**src/sv/bencode_stream_tokenizer_defines.svh**
```systemverilog
// Assertion macros used by the tokenizer RTL.
`ifndef BENCODE_STREAM_TOKENIZER_DEFINES_SVH
`define BENCODE_STREAM_TOKENIZER_DEFINES_SVH

`ifndef SYNTHESIS
// same-cycle implication
`define BST_ASSERT_IMP(label, clk, rst, ante, cons) \
   label: assert property (@(posedge clk) disable iff (rst) (ante) |-> (cons)) \
      else $error("bst assertion failed");
// next-cycle implication
`define BST_ASSERT_NXT(label, clk, rst, ante, cons) \
   label: assert property (@(posedge clk) disable iff (rst) (ante) |=> (cons)) \
      else $error("bst assertion failed");
`else
`define BST_ASSERT_IMP(label, clk, rst, ante, cons)
`define BST_ASSERT_NXT(label, clk, rst, ante, cons)
`endif

`endif

```
**src/sv/bst_pkg.sv**
```systemverilog
// Types and constants for the bencode stream tokenizer.
package bst_pkg;

   typedef struct packed {
      logic [7:0] data_byte;
      logic       end_of_input;
   } req_type;

   typedef struct packed {
      logic [3:0]         event_res;
      logic signed [63:0] value;
      logic [7:0]         payload_byte;
      logic               string_end;
      logic               is_key;
      logic [5:0]         nest_depth;
      logic [2:0]         error_code;
      logic               doc_done;
   } rsp_type;

   // event codes
   localparam logic [3:0] EV_ABSORBED = 4'd0;
   localparam logic [3:0] EV_LENGTH   = 4'd1;
   localparam logic [3:0] EV_PAYLOAD  = 4'd2;
   localparam logic [3:0] EV_INTEGER  = 4'd3;
   localparam logic [3:0] EV_LIST     = 4'd4;
   localparam logic [3:0] EV_DICT     = 4'd5;
   localparam logic [3:0] EV_CLOSE    = 4'd6;
   localparam logic [3:0] EV_ERROR    = 4'd7;
   localparam logic [3:0] EV_IGNORED  = 4'd8;

   // error codes
   localparam logic [2:0] ERR_NONE       = 3'd0;
   localparam logic [2:0] ERR_INCOMPLETE = 3'd1;
   localparam logic [2:0] ERR_INVALID    = 3'd2;
   localparam logic [2:0] ERR_TRAILING   = 3'd3;
   localparam logic [2:0] ERR_TOO_DEEP   = 3'd4;

   // syntax characters
   localparam logic [7:0] CHAR_E     = 8'h65;
   localparam logic [7:0] CHAR_I     = 8'h69;
   localparam logic [7:0] CHAR_L     = 8'h6C;
   localparam logic [7:0] CHAR_D     = 8'h64;
   localparam logic [7:0] CHAR_COLON = 8'h3A;
   localparam logic [7:0] CHAR_MINUS = 8'h2D;
   localparam logic [7:0] CHAR_ZERO  = 8'h30;
   localparam logic [7:0] CHAR_NINE  = 8'h39;

   // largest accumulator that can still take one more digit
   localparam logic [63:0] CUT_TENTH = 64'd922337203685477580;

endpackage

```
**src/sv/bst_ram.sv**
```systemverilog
// Generic single-port-write, registered-read RAM.
module bst_ram #(
   parameter int WIDTH = 2,
   parameter int DEPTH = 31,
   localparam int ADDR_W = (DEPTH > 1) ? $clog2(DEPTH) : 1
) (
   input  logic              clock,
   input  logic              wr_en,
   input  logic [ADDR_W-1:0] wr_addr,
   input  logic [WIDTH-1:0]  wr_data,
   input  logic [ADDR_W-1:0] rd_addr,
   output logic [WIDTH-1:0]  rd_data
);

   logic [WIDTH-1:0] mem [DEPTH];
   logic [WIDTH-1:0] rd_data_ff;

   always_ff @(posedge clock) begin
      if (wr_en) begin
         mem[wr_addr] <= wr_data;
      end
      rd_data_ff <= mem[rd_addr];
   end

   assign rd_data = rd_data_ff;

endmodule

```
**src/sv/bencode_stream_tokenizer.sv**
```systemverilog
// Bencode stream tokenizer: one event per input byte.
//
// Usage
//   req channel: one transaction per document byte (data_byte, end_of_input).
//   rsp channel: exactly one event transaction per accepted byte, in order.
//   Bytes pass an input register, then one pass of parse logic, then the
//   result register. One byte per cycle is sustained while rsp_ready is high;
//   the limit is the single parse step (the x10 accumulate and the one stack
//   push or pop per byte).
//   Container stack: top entry in flops, the rest in a RAM with registered
//   read; the entry under the top is always prefetched so a close need not
//   wait on the RAM read. No clearing pass is needed after reset.
//   Reset: synchronous; parser expects a top-level value at depth 0 with no
//   error. Errors are sticky, and after end_of_input only reset re-arms.
//   Stall: if rsp_ready is low, the result register holds; one more byte
//   may sit in the input register, then req_ready drops.
// While rsp_ready stays high the design is full throughput: no bubbles, no dead cycles.
`include "bencode_stream_tokenizer_defines.svh"

module bencode_stream_tokenizer #(
   parameter int STACK_DEPTH = 32
) (
   input  logic             clock,
   input  logic             reset,
   input  logic             req_valid,
   output logic             req_ready,
   input  bst_pkg::req_type req_data,
   output logic             rsp_valid,
   input  logic             rsp_ready,
   output bst_pkg::rsp_type rsp_data
);

   localparam int DEPTH_W  = $clog2(STACK_DEPTH + 1);
   localparam int RAM_DEPTH = (STACK_DEPTH > 1) ? STACK_DEPTH - 1 : 1;
   localparam int RAM_AW   = (RAM_DEPTH > 1) ? $clog2(RAM_DEPTH) : 1;

   // digit tracking
   localparam logic [1:0] DIG_NONE = 2'd0;
   localparam logic [1:0] DIG_ZERO = 2'd1;
   localparam logic [1:0] DIG_MORE = 2'd2;

   typedef enum logic [2:0] {
      MODE_VALUE,
      MODE_INT,
      MODE_LEN,
      MODE_PAYLOAD,
      MODE_DONE,
      MODE_ERR
   } mode_type;

   // handshake / pipeline
   logic             in_valid_ff;
   bst_pkg::req_type in_data_ff;
   logic             rsp_valid_ff;
   bst_pkg::rsp_type rsp_data_ff;
   logic             advance;

   // parser state
   mode_type           mode_ff, mode_in;
   logic [63:0]        acc_ff, acc_in;
   logic               neg_ff, neg_in;
   logic [1:0]         dsi_ff, dsi_in;
   logic [62:0]        sbl_ff, sbl_in;
   logic [DEPTH_W-1:0] depth_ff, depth_in;
   logic               tkind_ff, tkind_in;   // top entry: 1 = dict
   logic               tkey_ff, tkey_in;     // top entry: dict expects key
   logic [2:0]         sticky_ff, sticky_in;
   bst_pkg::rsp_type   rsp_in;

   // stack RAM
   logic              wr_en;
   logic [RAM_AW-1:0] wr_addr;
   logic [1:0]        wr_data;
   logic [RAM_AW-1:0] rd_addr;
   logic [1:0]        rd_data;
   logic              byp_ff;
   logic [1:0]        byp_data_ff;
   logic [1:0]        below;
   logic [DEPTH_W-1:0] depth_next;
   logic [DEPTH_W:0]   depth_m2;

   assign advance   = in_valid_ff && (!rsp_valid_ff || rsp_ready);
   assign req_ready = !in_valid_ff || advance;
   assign rsp_valid = rsp_valid_ff;
   assign rsp_data  = rsp_data_ff;

   // entry just under the top, with write-to-read bypass
   assign below = byp_ff ? byp_data_ff : rd_data;

   // parse step
   always_comb begin
      logic [7:0]  b;
      logic        last;
      logic        is_digit;
      logic [3:0]  dval;
      logic [3:0]  lim;
      logic        ovf;
      logic [63:0] acc_x10;
      logic        top_dict;
      logic        key_pos;
      logic        top_dict_n;
      logic        key_pos_n;
      logic        fin;
      logic [2:0]  err;
      logic [3:0]  ev;
      logic [63:0] val;
      logic [7:0]  pb;
      logic        send;
      logic        key;
      logic        done;

      b        = in_data_ff.data_byte;
      last     = in_data_ff.end_of_input;
      is_digit = b inside {[bst_pkg::CHAR_ZERO:bst_pkg::CHAR_NINE]};
      dval     = 4'(b - bst_pkg::CHAR_ZERO);
      lim      = (mode_ff == MODE_INT && neg_ff) ? 4'd8 : 4'd7;
      ovf      = (acc_ff > bst_pkg::CUT_TENTH) ||
                 ((acc_ff == bst_pkg::CUT_TENTH) && (dval > lim));
      acc_x10  = (acc_ff << 3) + (acc_ff << 1) + 64'(dval);
      top_dict = (depth_ff != '0) && tkind_ff;
      key_pos  = top_dict && tkey_ff;

      mode_in   = mode_ff;
      acc_in    = acc_ff;
      neg_in    = neg_ff;
      dsi_in    = dsi_ff;
      sbl_in    = sbl_ff;
      depth_in  = depth_ff;
      tkind_in  = tkind_ff;
      tkey_in   = tkey_ff;
      sticky_in = sticky_ff;
      wr_en     = 1'b0;
      fin       = 1'b0;
      err       = bst_pkg::ERR_NONE;
      ev        = bst_pkg::EV_ABSORBED;
      val       = '0;
      pb        = '0;
      send      = 1'b0;
      key       = 1'b0;
      done      = 1'b0;

      case (mode_ff)
         MODE_DONE: begin
            err = bst_pkg::ERR_TRAILING;
         end
         MODE_VALUE: begin
            if (b == bst_pkg::CHAR_E) begin
               if (depth_ff != '0 && (!top_dict || key_pos)) begin
                  depth_in = depth_ff - DEPTH_W'(1);
                  tkind_in = below[1];
                  tkey_in  = below[0];
                  ev       = bst_pkg::EV_CLOSE;
                  fin      = 1'b1;
               end else begin
                  err = bst_pkg::ERR_INVALID;
               end
            end else if (is_digit) begin
               mode_in = MODE_LEN;
               acc_in  = 64'(dval);
               dsi_in  = (b == bst_pkg::CHAR_ZERO) ? DIG_ZERO : DIG_MORE;
            end else if (key_pos) begin
               err = bst_pkg::ERR_INVALID;
            end else if (b == bst_pkg::CHAR_I) begin
               mode_in = MODE_INT;
               acc_in  = '0;
               neg_in  = 1'b0;
               dsi_in  = DIG_NONE;
            end else if (b == bst_pkg::CHAR_L || b == bst_pkg::CHAR_D) begin
               if (depth_ff >= DEPTH_W'(STACK_DEPTH)) begin
                  err = bst_pkg::ERR_TOO_DEEP;
               end else begin
                  // old top moves into the RAM
                  wr_en    = (depth_ff != '0);
                  tkind_in = (b == bst_pkg::CHAR_D);
                  tkey_in  = (b == bst_pkg::CHAR_D);
                  depth_in = depth_ff + DEPTH_W'(1);
                  ev = (b == bst_pkg::CHAR_D) ? bst_pkg::EV_DICT : bst_pkg::EV_LIST;
               end
            end else begin
               err = bst_pkg::ERR_INVALID;
            end
         end
         MODE_INT: begin
            if (b == bst_pkg::CHAR_MINUS && !neg_ff && dsi_ff == DIG_NONE) begin
               neg_in = 1'b1;
            end else if (is_digit) begin
               if ((neg_ff && dsi_ff == DIG_NONE && dval == 4'd0) ||
                   dsi_ff == DIG_ZERO || ovf) begin
                  err = bst_pkg::ERR_INVALID;
               end else begin
                  acc_in = acc_x10;
                  dsi_in = (dsi_ff == DIG_NONE && dval == 4'd0) ? DIG_ZERO : DIG_MORE;
               end
            end else if (b == bst_pkg::CHAR_E && dsi_ff != DIG_NONE) begin
               val = neg_ff ? (64'd0 - acc_ff) : acc_ff;
               ev  = bst_pkg::EV_INTEGER;
               fin = 1'b1;
            end else begin
               err = bst_pkg::ERR_INVALID;
            end
         end
         MODE_LEN: begin
            if (is_digit) begin
               if (dsi_ff == DIG_ZERO || ovf) begin
                  err = bst_pkg::ERR_INVALID;
               end else begin
                  acc_in = acc_x10;
                  dsi_in = DIG_MORE;
               end
            end else if (b == bst_pkg::CHAR_COLON) begin
               ev  = bst_pkg::EV_LENGTH;
               val = acc_ff;
               key = key_pos;
               if (acc_ff == '0) begin
                  send = 1'b1;
                  fin  = 1'b1;
               end else begin
                  sbl_in  = acc_ff[62:0];
                  mode_in = MODE_PAYLOAD;
               end
            end else begin
               err = bst_pkg::ERR_INVALID;
            end
         end
         MODE_PAYLOAD: begin
            ev  = bst_pkg::EV_PAYLOAD;
            pb  = b;
            key = key_pos;
            if (sbl_ff != '0) begin
               sbl_in = sbl_ff - 63'd1;
            end
            if (sbl_in == '0) begin
               send = 1'b1;
               fin  = 1'b1;
            end
         end
         default: begin
            ev = bst_pkg::EV_IGNORED;
         end
      endcase

      // value finished: top-level completes, or dict flips key/value slot
      if (fin) begin
         if (depth_in == '0) begin
            mode_in = MODE_DONE;
            done    = 1'b1;
         end else begin
            mode_in = MODE_VALUE;
            if (tkind_in) begin
               tkey_in = ~tkey_in;
            end
         end
      end

      // truncated document
      top_dict_n = (depth_in != '0) && tkind_in;
      key_pos_n  = top_dict_n && tkey_in;
      if (err == bst_pkg::ERR_NONE && last) begin
         case (mode_in)
            MODE_VALUE: begin
               err = (depth_in == '0 || (top_dict_n && !key_pos_n)) ?
                     bst_pkg::ERR_INCOMPLETE : bst_pkg::ERR_INVALID;
            end
            MODE_INT: begin
               err = (dsi_in == DIG_NONE && !neg_in) ?
                     bst_pkg::ERR_INCOMPLETE : bst_pkg::ERR_INVALID;
            end
            MODE_LEN:     err = bst_pkg::ERR_INVALID;
            MODE_PAYLOAD: err = bst_pkg::ERR_INCOMPLETE;
            default:      err = bst_pkg::ERR_NONE;
         endcase
      end

      if (err != bst_pkg::ERR_NONE) begin
         sticky_in = err;
         mode_in   = MODE_ERR;
         ev        = bst_pkg::EV_ERROR;
         val       = '0;
         pb        = '0;
         send      = 1'b0;
         key       = 1'b0;
         done      = 1'b0;
      end

      rsp_in.event_res    = ev;
      rsp_in.value        = val;
      rsp_in.payload_byte = pb;
      rsp_in.string_end   = send;
      rsp_in.is_key       = key;
      rsp_in.nest_depth   = 6'(depth_in);
      rsp_in.error_code   = sticky_in;
      rsp_in.doc_done     = done;
   end

   // stack RAM addressing: RAM holds entries 0 .. depth-2, read port
   // points at the entry under the (next) top, or at 0 below depth 2
   assign wr_addr    = RAM_AW'(depth_ff - DEPTH_W'(1));
   assign wr_data    = {tkind_ff, tkey_ff};
   assign depth_next = advance ? depth_in : depth_ff;
   assign depth_m2   = {1'b0, depth_next} - (DEPTH_W + 1)'(2);
   assign rd_addr    = ({1'b0, depth_next} >= (DEPTH_W + 1)'(2)) ?
                       RAM_AW'(depth_m2) : '0;

   bst_ram #(
      .WIDTH (2),
      .DEPTH (RAM_DEPTH)
   ) u_stack (
      .clock   (clock),
      .wr_en   (advance && wr_en),
      .wr_addr (wr_addr),
      .wr_data (wr_data),
      .rd_addr (rd_addr),
      .rd_data (rd_data)
   );

   always_ff @(posedge clock) begin
      if (reset) begin
         in_valid_ff  <= 1'b0;
         rsp_valid_ff <= 1'b0;
         mode_ff      <= MODE_VALUE;
         acc_ff       <= '0;
         neg_ff       <= 1'b0;
         dsi_ff       <= DIG_NONE;
         sbl_ff       <= '0;
         depth_ff     <= '0;
         tkind_ff     <= 1'b0;
         tkey_ff      <= 1'b0;
         sticky_ff    <= bst_pkg::ERR_NONE;
         byp_ff       <= 1'b0;
      end else begin
         if (req_valid && req_ready) begin
            in_valid_ff <= 1'b1;
         end else if (advance) begin
            in_valid_ff <= 1'b0;
         end
         if (advance) begin
            rsp_valid_ff <= 1'b1;
         end else if (rsp_ready) begin
            rsp_valid_ff <= 1'b0;
         end
         if (advance) begin
            mode_ff   <= mode_in;
            acc_ff    <= acc_in;
            neg_ff    <= neg_in;
            dsi_ff    <= dsi_in;
            sbl_ff    <= sbl_in;
            depth_ff  <= depth_in;
            tkind_ff  <= tkind_in;
            tkey_ff   <= tkey_in;
            sticky_ff <= sticky_in;
         end
         byp_ff <= advance && wr_en && (wr_addr == rd_addr);
      end
      if (req_valid && req_ready) begin
         in_data_ff <= req_data;
      end
      if (advance) begin
         rsp_data_ff <= rsp_in;
      end
      byp_data_ff <= wr_data;
   end

   `BST_ASSERT_IMP(a_done_at_top, clock, reset, mode_ff == MODE_DONE, depth_ff == '0)
   `BST_ASSERT_IMP(a_err_sticky, clock, reset, mode_ff == MODE_ERR, sticky_ff != bst_pkg::ERR_NONE)
   `BST_ASSERT_IMP(a_ok_no_err, clock, reset, mode_ff != MODE_ERR, sticky_ff == bst_pkg::ERR_NONE)
   `BST_ASSERT_IMP(a_payload_left, clock, reset, mode_ff == MODE_PAYLOAD, sbl_ff != '0)
   `BST_ASSERT_NXT(a_ignored_after_err, clock, reset, advance && mode_ff == MODE_ERR, rsp_valid_ff && rsp_data_ff.event_res == bst_pkg::EV_IGNORED)
   `BST_ASSERT_IMP(a_err_event_code, clock, reset, rsp_valid_ff && rsp_data_ff.event_res == bst_pkg::EV_ERROR, rsp_data_ff.error_code != bst_pkg::ERR_NONE)

endmodule
```
**config.mk**
```make
export PLATFORM = sky130hd
export DESIGN_NAME = bencode_stream_tokenizer
export DESIGN_NICKNAME = d
export VERILOG_FILES = /design/src/sv/bst_pkg.sv /design/src/sv/bst_ram.sv /design/src/sv/bencode_stream_tokenizer.sv
export VERILOG_INCLUDE_DIRS = /design/src /design/src/sv
export SDC_FILE = /design/constraint.sdc
export NUM_CORES = 1
export LEC_CHECK = 0
export BUFFER_PORTS_ARGS = -buffer_cell sky130_fd_sc_hd__buf_2
export CAP_MARGIN = 10
export CORE_MARGIN = 2
export CORE_UTILIZATION = 45
export CTS_CLUSTER_DIAMETER = 40
export DETAILED_ROUTE_END_ITERATION = 10
export PLACE_DENSITY = 0.65
export SLEW_MARGIN = 20
export SYNTH_ARGS = -nofsm -noshare
export SYNTH_HDL_FRONTEND = slang
export SYNTH_SLANG_ARGS = --single-unit
```
**constraint.sdc**
```tcl
create_clock -name clock -period 4.1 [get_ports clock]
set_clock_uncertainty 0.2 [all_clocks]
set_input_delay 0.205 -clock clock [delete_from_list [all_inputs] [get_ports clock]]
set_output_delay 0.205 -clock clock [all_outputs]
set_load 0.005 [all_outputs]
```
==> impl_table.tex, run 1 <==
\begin{tabular}{lr}
\hline
Metric & Value \\
\hline
\multicolumn{2}{l}{\textbf{Critical path}} \\
\quad Slowest cell delay on critical path & 0.65 ns \\
\quad Startpoint kind of the worst setup timing path & register \\
\quad CP Class & reg2reg \\
\quad Cells along the critical path & nor4\_4, buf\_4, nand2\_2, or4\_4, nand4\_1, xor2\_2, nand3\_1, or4\_4, or4\_4, nand4\_1, and4\_4, nand3\_4, buf\_12, bufbuf\_16, a21oi\_2 \\
\quad Worst-path maximum fanout & 9 \\
\quad Launch point of the worst reg-to-reg path & sbl\_ff[56] \\
\quad Capture instance of the worst register-to-register path & rsp\_data[50] \\
\quad Worst EP required & 4.39 ns \\
\quad Crit-path most repeated cell & or4\_4 \\
\quad Register-to-register setup slack & -0.52 ns \\
\quad Data arrival time of the worst path & 4.92 ns \\
\quad Worst r2r path cells & 15 \\
\quad Element type at the critical path end & register \\
\quad Slowest-stage cell, CP & or4\_4 \\
\multicolumn{2}{l}{\textbf{Die}} \\
\quad Die outline area & 51440 µm² \\
\quad Initial cell density of the core & 0.4564 \\
\quad Number of rows in the core area & 81 \\
\quad Core region area & 48950 µm² \\
\quad Die Y-Extent & 226.8 µm \\
\quad Die width & 226.8 µm \\
\quad IO Pins & 103 \\
\multicolumn{2}{l}{\textbf{Route}} \\
\quad Initial DRC count & 2214 \\
\quad Routed wire length & 89130 µm \\
\quad Mean number of vias per cell & 6.110 \\
\quad Routed len/inst & 22.19 µm \\
\quad Number of DRC violations after detailed routing & 0 \\
\quad Drt first pass iters & 6 \\
\quad Count of antenna-violating nets left after detailed routing & 0 \\
\quad Routed via count & 24540 \\
\multicolumn{2}{l}{\textbf{Placed design}} \\
\quad GP Congestion & 0.9857 \\
\quad Post-DP HPWL & 64050 µm \\
\quad Placed Cells & 3835 \\
\quad Number of buffers added on ports & 102 \\
\quad Worst-case setup slack after placement & -0.6049 ns \\
\multicolumn{2}{l}{\textbf{Timing}} \\
\quad Highest clock rate & 216.4 MHz \\
\quad Setup-failing EPs final & 106 \\
\quad Setup WS post-layout & -0.5210 ns \\
\quad Post-layout min period & 4.621 ns \\
\quad Unrepaired setup endpoints after global routing & yes \\
\quad Share of the clock period used by the worst path after layout & 1.127 \\
\quad Post-Route Setup TNS & -39.76 ns \\
\quad Final Hold Slack & 0.06677 ns \\
\quad Number of hold violations in the final report & 0 \\
\quad Worst Tran Pin Value & 0.9359 ns \\
\quad Slew Limit Headroom & 0.3761 \\
\quad Total count of max-transition violations in the final report & 0 \\
\multicolumn{2}{l}{\textbf{Clock tree}} \\
\quad H-tree Lvls & 2 \\
\quad Clock latency of the later-clocked register in the worst-skew pair & 0.66 ns \\
\quad Clock tree sinks & 310 \\
\quad Clk pin slew, worst setup/hold paths & 0.05 ns \\
\quad Maximum number of buffers from clock root to sink & 3 \\
\quad Clock root buffer & clkbuf\_16 \\
\quad Total clock buffers created by CTS & 59 \\
\quad TritonCTS clock tree & built \\
\multicolumn{2}{l}{\textbf{Synthesis}} \\
\quad Syn\_area\_per\_cell & 8.261 µm² \\
\quad Main synth FF type & edfxtp\_1 \\
\quad Post-synth net total & 2854 \\
\quad Number of instances in the synthesized netlist & 2704 \\
\quad Number of enable-type register cells in the synthesized netlist & 159 \\
\quad Share of flip-flops with an asynchronous set or reset after synthesis & 0 \\
\quad Distinct cell type count of the synthesized netlist & 100 \\
\quad Seq cells post-synth & 310 \\
\quad Area of the mapped netlist & 22340 µm² \\
\quad Sequential share of the synthesized area & 0.3491 \\
\quad Yosys warning count & 0 \\
\multicolumn{2}{l}{\textbf{Hold path}} \\
\quad Hold Crit Class & in2reg \\
\quad Hold EP & in\_data\_ff[7] \\
\quad Number of stages on the worst hold path & 2 \\
\quad Hold path startpoint & req\_data[7] \\
\multicolumn{2}{l}{\textbf{GRT}} \\
\quad Pin count of the biggest net entering global routing & 91 \\
\quad GRT overflow & 0 \\
\quad Wire length of the first global-routing pass & 137200 µm \\
\quad Total GRT Usage & 0.3430 \\
\quad Number of antenna violations at the first check in global routing & 1 \\
\quad Number of global-route vias before repair & 24300 \\
\multicolumn{2}{l}{\textbf{Job}} \\
\quad Maximum Capacitance Violations & 0 \\
\multicolumn{2}{l}{\textbf{Power and ir drop}} \\
\quad Max VDD drop & 0.3568 mV \\
\quad Leakage power of the design & 13.52 nW \\
\quad Post-route total power & 8.909 mW \\
\quad Part of the total power dissipated in sequential elements & 0.373 \\
\quad Pwr Density & 284.2 nW/µm² \\
\quad Portion of total power attributed to the clock network & 0.575 \\
\quad Power spent charging and discharging nets & 2.198 mW \\
\quad Logic gate share of total power & 0.052 \\
\quad Switching power share of the total & 0.2468 \\
\quad Internal power consumption & 6.710 mW \\
\multicolumn{2}{l}{\textbf{Cells and area}} \\
\quad Total number of nets in the final design & 3452 \\
\quad Non-filler cells, final & 4017 \\
\quad P\&R area growth vs syn & 40.32\% \\
\quad Fraction of layout instances using a drive strength above 1 & 0.3212 \\
\quad Antenna diode count & 0 \\
\multicolumn{2}{l}{\textbf{Outcome}} \\
\quad Run status & finished with violations \\
\quad Violations in the final reports & negative setup slack \\
\hline
\end{tabular}
-- worst max-delay path, delay by kind of cell, from the launching register on --
| family | cells | cell delay [ns] |
|---|---|---|
| xor gates and xnor gates | 1 | 0.19 |
| buffers and inverters | 3 | 0.70 |
| and+or+nand+nor | 10 | 2.92 |
| DFF | 1 | 0.33 |
| AOI/OAI and AO/OA | 1 | 0.10 |
-- cell usage in the layout (no fill, tap or decap), types with 15 or more instances in the layout --
master,instances
and3_1,24
nor2_1,304
nor4_1,48
o21a_1,19
o211ai_1,20
xor2_1,31
nand3b_1,23
inv_1,34
a311oi_2,15
nand2b_1,24
or3_1,31
or2_2,16
a31oi_1,20
a22oi_1,61
o22ai_1,15
nand4_1,46
buf_12,17
a21o_1,40
edfxtp_1,159
a211oi_1,27
nand2_1,302
nand3_1,57
dfxtp_1,140
a21oi_1,193
buf_6,26
clkbuf_16,60
or4_1,17
nor3_1,94
o21ai_0,148
buf_4,551
mux2i_1,21
buf_2,101
ha_1,130
xnor2_1,45
a21oi_2,38
o31ai_1,29
-- through the flow --
stage,util,area (µm²)
2_1_floorplan,-,22550
3_3_place_gp,0.5597,27400
3_5_place_dp,0.5597,27400
4_1_cts,0.6285,30760
5_1_grt,0.6403,31350
6_report,0.6403,31350
-- cells in the mapped netlist (all sizes together) (47+ instances only) --
cell type | count | area (µm²)
a21oi | 241 | 1210
a22oi | 64 | 480.5
edfxtp | 159 | 4775
nand3 | 64 | 350.3
clkbuf | 158 | 595.6
ha | 135 | 1689
nor4 | 64 | 513.0
nand4 | 47 | 300.3
dfxtp | 151 | 3023
nor2 | 321 | 1221
nand2 | 307 | 1152
o21ai | 156 | 780.7
nor3 | 99 | 495.5
-- worst max-delay path by stage --
stage               startpoint            to  slack, ns  cells after the start
finish              sbl_ff[56]  rsp_data[50]      -0.52                     15
floorplan           sbl_ff[34]  rsp_data[84]      -0.23                     15
CTS                 sbl_ff[41]  rsp_data[42]      -0.44                     14
detailed placement   acc_ff[0]  rsp_data[16]      -0.60                     18
global placement    sbl_ff[34]  rsp_data[25]      -0.62                     15
global route         sbl_ff[1]  rsp_data[35]      -0.63                     16
-- registers in the layout, indices dropped and copies added (netlist names) --
name	flops
acc_ff	64
byp_data_ff	2
byp_ff	1
depth_ff	6
dsi_ff	2
in_data_ff	9
in_valid_ff	1
mode_ff	3
neg_ff	1
rsp_data	88
rsp_valid	1
sbl_ff	63
sticky_ff	3
tkey_ff	1
tkind_ff	1
u_stack.mem	62
u_stack.rd_data	2
-- cells by family (layout without fill, tap and decap cells) --
family                   after synthesis  in the layout  synth area share
AO/OA/AOI/OAI                        786            786            0.2301
XOR/XNOR                              84             84           0.03293
adder cells (fa/ha/maj)              137            137           0.07741
buffers and inverters                217            862           0.03876
flip-flops                           310            310            0.3491
multiplexers                          30             30           0.01557
AND/OR/NAND/NOR                     1140           1144            0.2561
-- layout make-up --
| class | count | area [µm²] |
|---|---|---|
| Timing Repair Buffer | 712 | 5508 |
| Fill cell | 4202 | 17610 |
| Tap cell | 664 | 830.8 |
| Clock inverter | 45 | 534.3 |
| Inverter | 38 | 150.1 |
| Clock buffer | 67 | 1568 |
| Sequential cell | 310 | 7814 |
| Multi-Input combinational cell | 2181 | 14940 |
-- metal layers --
metal / GRT usage / part of all wire / vias to the layer above
met4: 0.1687 / 0.047 / 0
met2: 0.5536 / 0.46 / 1086
met3: 0.05261 / 0.075 / 240
met5: 0 / 0 / -
met1: 0.4470 / 0.42 / 11830
li1: - / - / 11390
-- power by group through the flow --
stage / logic, mW / clock network [mW] / registers [mW]
floorplan: 0.186 / 0 / 3.39
global placement: 0.363 / 0 / 3.38
detailed placement: 0.369 / 0 / 3.38
CTS: 0.434 / 5.17 / 3.32
global route: 0.487 / 5.32 / 3.32
finish: 0.460 / 5.13 / 3.32
-- what timing repair did --
item | in CTS | in global routing
gates cloned | 7 | 0
hold endpoints to repair | 62 | 0
setup buffers | 41 | 21
pin swaps | 80 | 67
endpoints found under the setup margin | 115 | 119
hold buffers | 13 | 0
gates resized for setup | 150 | 102
No activity file was read; power rests on OpenSTA's default activity.
==> run 2, diff against run 1 <==
Settings changed: PLACE_DENSITY 0.65 to 0.62.
Clock period 4.1 ns to 5.4 ns, I/O delays scaled along.
==> run 2 against run 1 <==
  * The flow now finishes without violations
  * Sequential power is 24% lower
  * Clock power is 22% lower
  * Hold slack better by 0.11 ns
  * Power is 24% lower
  * Fmax is 9.9% lower
  * Global-route usage is 2.2 points lower
  * Cell count is 12% lower
  * Worst setup slack better by 0.79 ns
==> impl_table.tex, run 2 (synthesis gave the netlist of run 1 again) <==
\begin{tabular}{lr}
\hline
Metric & Value \\
\hline
\multicolumn{2}{l}{\textbf{Outcome}} \\
\quad Run status & finished clean \\
\multicolumn{2}{l}{\textbf{Cells and area}} \\
\quad Final-layout fill cell count & 4606 \\
\quad Max reg flops & 88 \\
\quad Final instance area & 26380 µm² \\
\quad Fraction of layout instances using a drive strength above 1 & 0.1479 \\
\quad P\&R area growth vs syn & 18.07\% \\
\quad Commonest non-fill, non-tap cells in the layout & nor2\_1, nand2\_1, a21oi\_1 \\
\quad Antenna diode count & 0 \\
\quad Most common library cell in the layout ignoring fill and taps & nor2\_1 \\
\quad Total number of nets in the final design & 2984 \\
\multicolumn{2}{l}{\textbf{Route}} \\
\quad Initial DRC count & 2161 \\
\quad Routed wire length & 83420 µm \\
\quad Number of DRC violations after detailed routing & 0 \\
\quad Drt first pass iters & 6 \\
\quad Count of antenna-violating nets left after detailed routing & 0 \\
\quad Routed len/inst & 23.49 µm \\
\quad Routed via count & 22560 \\
\quad Mean number of vias per cell & 6.353 \\
\multicolumn{2}{l}{\textbf{GRT}} \\
\quad GRT overflow & 0 \\
\quad Total GRT Usage & 0.3212 \\
\quad Number of antenna violations at the first check in global routing & 1 \\
\quad Pin count of the biggest net entering global routing & 94 \\
\quad Number of global-route vias before repair & 21770 \\
\quad Wire length of the first global-routing pass & 128000 µm \\
\multicolumn{2}{l}{\textbf{Die}} \\
\quad Initial cell density of the core & 0.4564 \\
\quad Die outline area & 51440 µm² \\
\quad Die Y-Extent & 226.8 µm \\
\quad Core region area & 48950 µm² \\
\quad Number of rows in the core area & 81 \\
\quad Die width & 226.8 µm \\
\quad IO Pins & 103 \\
\multicolumn{2}{l}{\textbf{Timing}} \\
\quad Share of the clock period used by the worst path after layout & 0.9496 \\
\quad Worst Tran Pin Value & 1.137 ns \\
\quad Highest clock rate & 195.0 MHz \\
\quad Number of hold violations in the final report & 0 \\
\quad Unrepaired setup endpoints after global routing & no \\
\quad Setup WS post-layout & 0.2721 ns \\
\quad Final Hold Slack & 0.1738 ns \\
\quad Total count of max-transition violations in the final report & 0 \\
\quad Post-Route Setup TNS & 0 ns \\
\quad Slew Limit Headroom & 0.2419 \\
\quad Post-layout min period & 5.128 ns \\
\quad Setup-failing EPs final & 0 \\
\multicolumn{2}{l}{\textbf{Placed design}} \\
\quad Post-DP HPWL & 59790 µm \\
\quad GP Congestion & 0.9840 \\
\quad Worst-case setup slack after placement & 0.2482 ns \\
\quad Number of buffers added on ports & 102 \\
\quad Cell Area, Placed & 24010 µm² \\
\multicolumn{2}{l}{\textbf{Clock tree}} \\
\quad Total clock buffers created by CTS & 61 \\
\quad Clk pin slew, worst setup/hold paths & 0.05 ns \\
\quad Maximum number of buffers from clock root to sink & 3 \\
\quad H-tree Lvls & 2 \\
\quad Clock tree sinks & 310 \\
\quad Total setup buffers inserted after CTS & 0 \\
\quad Clock latency of the later-clocked register in the worst-skew pair & 0.64 ns \\
\quad TritonCTS clock tree & built \\
\quad Clock root buffer & clkbuf\_16 \\
\multicolumn{2}{l}{\textbf{Power and ir drop}} \\
\quad Switching power share of the total & 0.2349 \\
\quad Part of the total power dissipated in sequential elements & 0.372 \\
\quad Logic gate share of total power & 0.038 \\
\quad Pwr Density & 257.9 nW/µm² \\
\quad Max VDD drop & 0.2279 mV \\
\quad Leakage power of the design & 10.84 nW \\
\quad Portion of total power attributed to the clock network & 0.590 \\
\quad Internal power consumption & 5.203 mW \\
\quad Power spent charging and discharging nets & 1.598 mW \\
\multicolumn{2}{l}{\textbf{Critical path}} \\
\quad Worst r2r path cells & 18 \\
\quad Worst-path maximum fanout & 62 \\
\quad Worst EP required & 5.57 ns \\
\quad CP Class & reg2reg \\
\quad Element type at the critical path end & register \\
\quad Data arrival time of the worst path & 5.30 ns \\
\quad Startpoint kind of the worst setup timing path & register \\
\multicolumn{2}{l}{\textbf{Hold path}} \\
\quad Hold Crit Class & in2reg \\
\quad Number of stages on the worst hold path & 2 \\
\multicolumn{2}{l}{\textbf{Job}} \\
\quad Maximum Capacitance Violations & 0 \\
\hline
\end{tabular}
-- run 2: changes by cell type in the layout (fill, tap and decap cells not counted), moves of 11 or more --
cell,delta
buf_6,-26
buf_4,-424
a21oi_1,+46
buf_12,-14
nor2_2,-12
and3_4,-11
nor2_1,+14
a21oi_2,-37
and3_1,+12
-- run 2: worst paths after layout --
path / start / end / slack (ns)
worst max-delay path: sbl_ff[1] / rsp_data[61] / 0.27
worst min-delay path: req_data[0] / in_data_ff[0] / 0.17
worst max register to register: sbl_ff[1] / rsp_data[61] / 0.27
worst min register to register: sticky_ff[2] / sticky_ff[2] / 0.28
-- run 2: metal layers --
layer	vias up	GRT usage	routed length (µm)
met1	10910	0.4254	35640
met3	227	0.05326	6145
met2	999	0.5170	38070
li1	10430	-	-
met4	0	0.1371	3557
met5	-	0	0
-- run 2: what timing repair did --
item,4_1_cts,5_1_grt
resized for setup,0,3
hold endpoints to repair,43,0
hold buffers,15,0
endpoints found under the setup margin,0,5
-- run 2: power by group through the flow --
| stage | combinational (mW) | clock [mW] | sequential [mW] |
|---|---|---|---|
| after CTS | 0.255 | 4.07 | 2.53 |
| final | 0.259 | 4.01 | 2.53 |
| after detailed placement | 0.246 | 0 | 2.57 |
| after floorplan | 0.139 | 0 | 2.57 |
| after global placement | 0.245 | 0 | 2.57 |
| after global routing | 0.279 | 4.18 | 2.53 |
-- run 2: area by class of cell --
type / instances / area [µm²] / share of cell area
tap: 664 / 830.8 / 0.03150
inverter: 38 / 145.1 / 0.005503
timing repair buffer: 246 / 1669 / 0.06328
sequential: 310 / 7799 / 0.2957
clock buffer: 76 / 1677 / 0.06356
multi-input combinational: 2177 / 13740 / 0.5210
clock inverter: 40 / 513.0 / 0.01945
-- run 2: worst max-delay path, stage by stage (launching register included) --
cell and delay (ns):
dfxtp_1 0.34, inv_1 0.11, ha_1 0.27, nor4b_1 0.26
buf_4 0.20, nand2_1 0.06, or4_1 0.51, buf_4 0.22
nand3_1 0.13, xor2_1 0.28, nand3_1 0.11, or4_1 0.51
nor4_1 0.42, buf_4 0.21, o211ai_1 0.13, and4_4 0.25
nand3_4 0.09, buf_12 0.31, o21ba_2 0.21
-- run 2: per-stage QoR --
step	total power, mW	cells	utilization
finish	6.801	3551	0.5388
floorplan	2.712	2704	-
detailed placement	2.820	3420	0.4906
global route	6.987	3551	0.5388
CTS	6.851	3551	0.5384
global placement	2.819	3420	0.4906
